`src/sv/uart_rx_pkg.sv`:
```
`default_nettype none

package uart_rx_pkg;

    localparam int FrameLenW = 16;
    localparam int PosW      = 17;
    localparam int ByteW     = 8;
    localparam int WordW     = 9;
    localparam int CfgAddrW  = 2;
    localparam int CfgDataW  = 8;

    localparam logic [ByteW-1:0] DataMaskReset = 8'hFF;

    typedef enum logic [1:0] {
        OP_ARM     = 2'd0,
        OP_RX_CHAR = 2'd1,
        OP_ABANDON = 2'd2
    } opcode_t;

    typedef enum logic [1:0] {
        EV_NONE = 2'd0,
        EV_SOB  = 2'd1,
        EV_CPLT = 2'd2,
        EV_ABT  = 2'd3
    } event_t;

    typedef enum logic [CfgAddrW-1:0] {
        CFG_NINE_BIT  = 2'd0,
        CFG_END_MATCH = 2'd1,
        CFG_DATA_MASK = 2'd2
    } cfg_addr_t;

    typedef struct packed {
        logic [1:0]           opcode;
        logic [FrameLenW-1:0] frame_length;
        logic [WordW-1:0]     rx_word;
        logic                 match_flag;
        logic                 timeout_flag;
    } rx_in_t;

    typedef struct packed {
        logic [1:0]       event_res;
        logic             write_enable;
        logic [PosW-1:0]  write_position;
        logic [ByteW-1:0] write_byte;
        logic             zero_terminate;
    } rx_out_t;

endpackage

`default_nettype wire

```
`src/sv/uart_rx_frame_receiver_top.sv`:
```
`default_nettype none

// Receive deframer for a UART core. Every input beat (arm, received character
// or abandon) yields exactly one result beat: an event code, an optional byte
// store with its buffer position, and a zero-terminator request. The whole
// update of the frame state is done in the cycle of acceptance and lands in a
// single output register, so one beat is taken per clock and the result shows
// on the next cycle; s_ready only drops while that output register is full and
// m_ready is low. Configuration is written through cfg_wr_en/cfg_addr/cfg_wdata
// and must only change while no result is outstanding.
module uart_rx_frame_receiver_top (
    input  wire logic                              aclk,
    input  wire logic                              aresetn,
    input  wire logic                              cfg_wr_en,
    input  wire logic [uart_rx_pkg::CfgAddrW-1:0]  cfg_addr,
    input  wire logic [uart_rx_pkg::CfgDataW-1:0]  cfg_wdata,
    input  wire logic                              s_valid,
    output      logic                              s_ready,
    input  wire uart_rx_pkg::rx_in_t               s_payload,
    output      logic                              m_valid,
    input  wire logic                              m_ready,
    output      uart_rx_pkg::rx_out_t              m_payload
);
    import uart_rx_pkg::*;

    logic                 nine_bit_reg;
    logic                 end_match_reg;
    logic [ByteW-1:0]     data_mask_reg;

    logic                 busy_reg, busy_next;
    logic [FrameLenW-1:0] remaining_reg, remaining_next;
    logic [FrameLenW-1:0] frame_size_reg, frame_size_next;
    logic [PosW-1:0]      position_reg, position_next;
    logic                 match_irq_reg, match_irq_next;
    logic                 timeout_irq_reg, timeout_irq_next;

    logic                 m_valid_reg, m_valid_next;
    rx_out_t              m_payload_reg, m_payload_next;

    logic                 in_fire;
    event_t               evt;
    logic [PosW-1:0]      pos_base;
    logic [FrameLenW-1:0] rem_base;
    logic [FrameLenW-1:0] rem_dec;
    logic                 len_byte;

    assign s_ready   = !m_valid_reg || m_ready;
    assign in_fire   = s_valid && s_ready;
    assign m_valid   = m_valid_reg;
    assign m_payload = m_payload_reg;

    always_ff @(posedge aclk) begin
        if (!aresetn) begin
            nine_bit_reg  <= 1'b0;
            end_match_reg <= 1'b0;
            data_mask_reg <= DataMaskReset;
        end else if (cfg_wr_en) begin
            unique case (cfg_addr)
                CFG_NINE_BIT:  nine_bit_reg  <= cfg_wdata[0];
                CFG_END_MATCH: end_match_reg <= cfg_wdata[0];
                CFG_DATA_MASK: data_mask_reg <= cfg_wdata[ByteW-1:0];
                default: ;
            endcase
        end
    end

    always_comb begin
        busy_next        = busy_reg;
        remaining_next   = remaining_reg;
        frame_size_next  = frame_size_reg;
        position_next    = position_reg;
        match_irq_next   = match_irq_reg;
        timeout_irq_next = timeout_irq_reg;
        evt              = EV_NONE;
        pos_base         = position_reg;
        rem_base         = remaining_reg;
        rem_dec          = remaining_reg - 16'd1;
        len_byte         = 1'b0;
        m_payload_next   = '0;

        unique case (s_payload.opcode)
            OP_ARM: begin
                if (!busy_reg && (s_payload.frame_length != '0)) begin
                    frame_size_next  = s_payload.frame_length;
                    remaining_next   = s_payload.frame_length;
                    position_next    = '0;
                    busy_next        = 1'b1;
                    timeout_irq_next = 1'b1;
                    match_irq_next   = end_match_reg;
                end
            end
            OP_ABANDON: begin
                busy_next      = 1'b0;
                remaining_next = '0;
                position_next  = '0;
            end
            OP_RX_CHAR: begin
                if (busy_reg) begin
                    if (s_payload.match_flag) begin
                        if (s_payload.rx_word[WordW-1] && nine_bit_reg) begin
                            pos_base = '0;
                            rem_base = frame_size_reg;
                            evt      = EV_SOB;
                        end else if (match_irq_reg) begin
                            match_irq_next = 1'b0;
                            evt            = EV_CPLT;
                        end
                    end
                    m_payload_next.write_enable   = 1'b1;
                    m_payload_next.write_position = pos_base;
                    m_payload_next.write_byte     =
                        s_payload.rx_word[ByteW-1:0] & data_mask_reg;
                    position_next  = pos_base + 17'd1;
                    rem_dec        = rem_base - 16'd1;
                    remaining_next = rem_dec;

                    // second byte of a nine-bit frame carries the length
                    len_byte = nine_bit_reg &&
                        (({1'b0, rem_dec} + 17'd2) == {1'b0, frame_size_reg});
                    if (len_byte) begin
                        if ({8'd0, s_payload.rx_word[ByteW-1:0]} < frame_size_reg) begin
                            remaining_next = {8'd0, s_payload.rx_word[ByteW-1:0]};
                        end else begin
                            evt = EV_ABT;
                        end
                    end
                    if ((remaining_next == '0) && (evt != EV_ABT)) begin
                        evt = EV_CPLT;
                    end
                    if (evt == EV_CPLT) begin
                        m_payload_next.zero_terminate = !nine_bit_reg;
                        match_irq_next = 1'b0;
                        busy_next      = 1'b0;
                    end
                end
                if (s_payload.timeout_flag && timeout_irq_reg) begin
                    evt = EV_ABT;
                end
                if (evt == EV_ABT) begin
                    busy_next = 1'b0;
                end
            end
            default: ;
        endcase

        m_payload_next.event_res = evt;
    end

    always_comb begin
        m_valid_next = m_valid_reg;
        if (in_fire) begin
            m_valid_next = 1'b1;
        end else if (m_ready) begin
            m_valid_next = 1'b0;
        end
    end

    always_ff @(posedge aclk) begin
        if (!aresetn) begin
            busy_reg        <= 1'b0;
            remaining_reg   <= '0;
            frame_size_reg  <= '0;
            position_reg    <= '0;
            match_irq_reg   <= 1'b0;
            timeout_irq_reg <= 1'b0;
            m_valid_reg     <= 1'b0;
        end else begin
            m_valid_reg <= m_valid_next;
            if (in_fire) begin
                busy_reg        <= busy_next;
                remaining_reg   <= remaining_next;
                frame_size_reg  <= frame_size_next;
                position_reg    <= position_next;
                match_irq_reg   <= match_irq_next;
                timeout_irq_reg <= timeout_irq_next;
            end
        end
    end

    always_ff @(posedge aclk) begin
        if (in_fire) begin
            m_payload_reg <= m_payload_next;
        end
    end

    a_idle_stays_idle: assert property (@(posedge aclk) disable iff (!aresetn)
        !busy_reg && !(in_fire && (s_payload.opcode == OP_ARM)) |=> !busy_reg)
        else $error("receiver became busy without an arm beat");

    a_idle_no_store: assert property (@(posedge aclk) disable iff (!aresetn)
        in_fire && !busy_reg |=> !m_payload_reg.write_enable)
        else $error("byte stored while not receiving");

    a_abandon_clears: assert property (@(posedge aclk) disable iff (!aresetn)
        in_fire && (s_payload.opcode == OP_ABANDON)
        |=> !busy_reg && (position_reg == '0) && (remaining_reg == '0))
        else $error("abandon did not clear reception state");

    a_arm_loads: assert property (@(posedge aclk) disable iff (!aresetn)
        in_fire && (s_payload.opcode == OP_ARM) && !busy_reg
        && (s_payload.frame_length != '0)
        |=> busy_reg && (remaining_reg == frame_size_reg) && (position_reg == '0))
        else $error("arm did not load the frame counters");

endmodule

`default_nettype wire
```
`config.mk`:
```
export PLATFORM = sky130hd
export DESIGN_NAME = uart_rx_frame_receiver_top
export DESIGN_NICKNAME = d
export VERILOG_FILES = /design/src/sv/uart_rx_pkg.sv /design/src/sv/uart_rx_frame_receiver_top.sv
export SDC_FILE = /design/constraint.sdc
export NUM_CORES = 1
export LEC_CHECK = 0
export BUFFER_PORTS_ARGS = -buffer_cell sky130_fd_sc_hd__buf_2
export CAP_MARGIN = 20
export CORE_ASPECT_RATIO = 0.75
export CORE_MARGIN = 2
export CORE_UTILIZATION = 60
export CTS_BUF_LIST = sky130_fd_sc_hd__clkbuf_16
export DETAILED_ROUTE_END_ITERATION = 7
export GPL_ROUTABILITY_DRIVEN = 0
export GPL_TIMING_DRIVEN = 0
export PLACE_DENSITY = 0.82
export SYNTH_ARGS = -nofsm -noshare
export SYNTH_HDL_FRONTEND = slang
export SYNTH_SLANG_ARGS = --single-unit
```
`constraint.sdc`:
```
create_clock -name aclk -period 16.55 [get_ports aclk]
set_clock_uncertainty 0.15 [all_clocks]
set_input_delay 3.31 -clock aclk [delete_from_list [all_inputs] [get_ports aclk]]
set_output_delay 3.31 -clock aclk [all_outputs]
set_load 0.01 [all_outputs]
```
==> out/summary.txt <==
DPL Wire Length = 14,500 um
CP max FO = 10
initial antenna violation count = 0
count of cell types in the netlist = 71
nets@finish = 883
Largest register FFs = 29
num rows = 32
global-route wire length before repair = 30,400 um
Worst Tran Pin Value = 0.862 ns
Final ANT Viol Nets = 0
launch point of the worst reg-to-reg path = nine_bit_reg
CTS Sinks = 92
final hold vios = 0
Min-Delay Path Depth = 2
crit path DAT = 11.15 ns
area grow syn2layout = 13.6%
CTS buffer count = 9
Ant. Diodes = 0
Starting Density = 61.7%
gr ovfl total = 0
minimum clock period = 11.15 ns
VDD IR max = 0.0000549 V
DR vias/cell = 6.71
DR WL/cell = 20.1 um
Max Cap Viol = 0
reg2reg path depth = 22
CP Capture Type = register
Post-Syn Area = 6350 sq um
io pins = 75
Syn. warnings = 0
fmax = 0.0897 GHz
Setup violations, final = 0
DIE WIDTH = 123 um
share of cells above drive strength 1 = 14.4%
Die Y = 93.1 um
Post-synth top flop = dfxtp_1
clk buf depth = 2
pwr/cell area = 92.8 nW/um^2
pin count of the biggest net entering global routing = 18
Mapped Nets = 798
Synth Register Bits = 92
1st-iter DRT viols = 1,054
syn_area_per_cell = 8.58 sq um
Seq/Total Area, Yosys = 33.6%
worst skew pair latency = 0.34 ns
Die ar. = 11,400 sq um
RSZ-0062 raised after global routing = no
drt pass-1 iters = 8
Fill cells = 786
Hold Path End = data_mask_reg[0]
PortBufs = 73
EDFF count, synth = 29
R2R setup slack = 8.12 ns
Final TNS setup = 0 ns
hold crit path type = reg -> reg
CP required = 16.55 ns
setup bufs post-CTS = 0
max_slew headroom = 41.7%
final worst path period share = 67.4%
final slew viol count = 0
cts repair resizes = 0
GRT Total Usage = 34.0%
wirelength, routed = 19,400 um
DR DRC count = 0
Critical path origin = s_payload[1]
post-cts hold buffer count = 0
CTS clk-pin slew, worst paths = 0.06 ns
HP Start = data_mask_reg[0]
reg2reg end = m_payload[0]
type of origin of the critical path = input port
Async S/R FF share, synth = 0%
Crit Path Category = in -> reg
Core Region = 10,300 sq um
Layout Cells excl Fill = 965
Cells after Synth = 740
H-tree level count = 3
Leakage = 2.90 nW
vias = 6,472
CTS root buf = clkbuf_16
vias in the first global route = 5,824
CTS tree = yes
Placed Cells = 950
status = finished, final reports clean
logic make-up after synthesis:
| logic type | synth area share, % |
|---|---|
| buf+inv | 4.24 |
| mux | 7.06 |
| compound gates | 17.9 |
| fa+ha+maj | 2.76 |
| simple gates | 27.5 |
| flops | 33.6 |
| xor+xnor | 6.96 |
cell type report:
cell class	count	area, sq um	area share [%]
multi-input combinational	583	3950	54.7
buffer	43	186	2.59
sequential	92	2130	29.6
clock inverter	6	75.1	1.04
tap	136	170	2.36
clock buffer	9	225	3.12
inverter	22	82.6	1.15
timing repair buffer	74	393	5.45
where the power goes:
part	switching, mW	total (mW)	internal, mW
logic	0.131	0.206	0.0753
registers	0.00858	0.251	0.243
clock network	0.0826	0.212	0.129
total	0.222	0.669	0.447
synthesized netlist by cell type, drive strengths merged, types with 4 or more instances:
cell type / n / area, sq um
a31oi: 5 / 31.3
clkbuf: 32 / 120
dfxtp: 63 / 1260
nand2: 63 / 236
a211oi: 9 / 67.6
inv: 21 / 78.8
buf: 11 / 66.3
nor3b: 13 / 103
nor4b: 4 / 50.1
nand3b: 6 / 45.0
a32oi: 6 / 52.6
nor3: 20 / 105
a2111oi: 6 / 96.3
ha: 14 / 175
nor2: 26 / 97.6
nor2b: 32 / 200
or4: 6 / 48.8
xnor2: 23 / 201
nand4b: 4 / 35.0
mux2: 6 / 67.6
o31ai: 4 / 30.0
and3: 39 / 244
and4: 5 / 43.8
a21boi: 7 / 52.6
o21ai: 52 / 260
nand4: 11 / 68.8
nand3: 34 / 175
nor4: 18 / 131
or3: 6 / 37.5
xor2: 17 / 149
and2: 11 / 68.8
edfxtp: 29 / 871
a21oi: 55 / 275
mux2i: 38 / 380
stage by stage:
stage	hold WS (ns)	setup WS, ns	cell area, sq um	power (mW)	utilization [%]
2_1_floorplan	0.282	7.70	6350	0.395	-
3_3_place_gp	0.294	5.73	6880	0.444	66.9
3_5_place_dp	0.307	5.44	6910	0.451	67.2
4_1_cts	0.321	5.79	7210	0.661	70.1
5_1_grt	0.333	5.05	7210	0.691	70.1
6_report	0.322	5.40	7210	0.669	70.1
worst max path at each step:
| stage | to | cells past startpoint |
|---|---|---|
| after floorplan | m_payload[0] | 22 |
| after global placement | m_payload[0] | 23 |
| after detailed placement | m_payload[0] | 23 |
| after CTS | m_payload[0] | 23 |
| after global routing | m_payload[0] | 23 |
| final | m_payload[0] | 23 |
worst max-delay path, cell delays in order:
cell	delay (ns)
buf_2	0.14
nand3_1	0.33
buf_2	0.38
buf_2	0.35
buf_2	0.30
clkbuf_1	0.44
clkbuf_1	0.41
clkbuf_1	0.43
nor2_1	0.08
a21oi_1	0.19
ha_1	0.32
nor3b_1	0.57
nor4b_1	0.78
o22ai_1	0.37
xnor2_1	0.36
nor4_2	0.49
nor2_1	0.17
a2111oi_4	0.33
nand4b_1	0.32
or3_1	0.39
buf_2	0.19
mux2i_1	0.15
a211oi_1	0.33
placed cells by master (no fill, tap or decap), drive strengths merged, types with 18 or more instances in the layout:
cell,netlist,final
a21oi,55,55
and3,39,39
buf,11,85
clkbuf,32,41
dfxtp,63,63
edfxtp,29,29
inv,21,24
mux2i,38,38
nand2,63,63
nand3,34,34
nor2,26,26
nor2b,32,32
nor3,20,20
nor4,18,18
o21ai,52,52
xnor2,23,23
per-layer routing:
metal,up-vias,GRT usage (%),share of wire [%]
met2,473,49.6,41
met3,64,7.80,13
met4,0,9.58,2.3
li1,2917,-,-
met5,-,0,0
met1,3018,50.2,43
(Power assumes the default switching activity.)
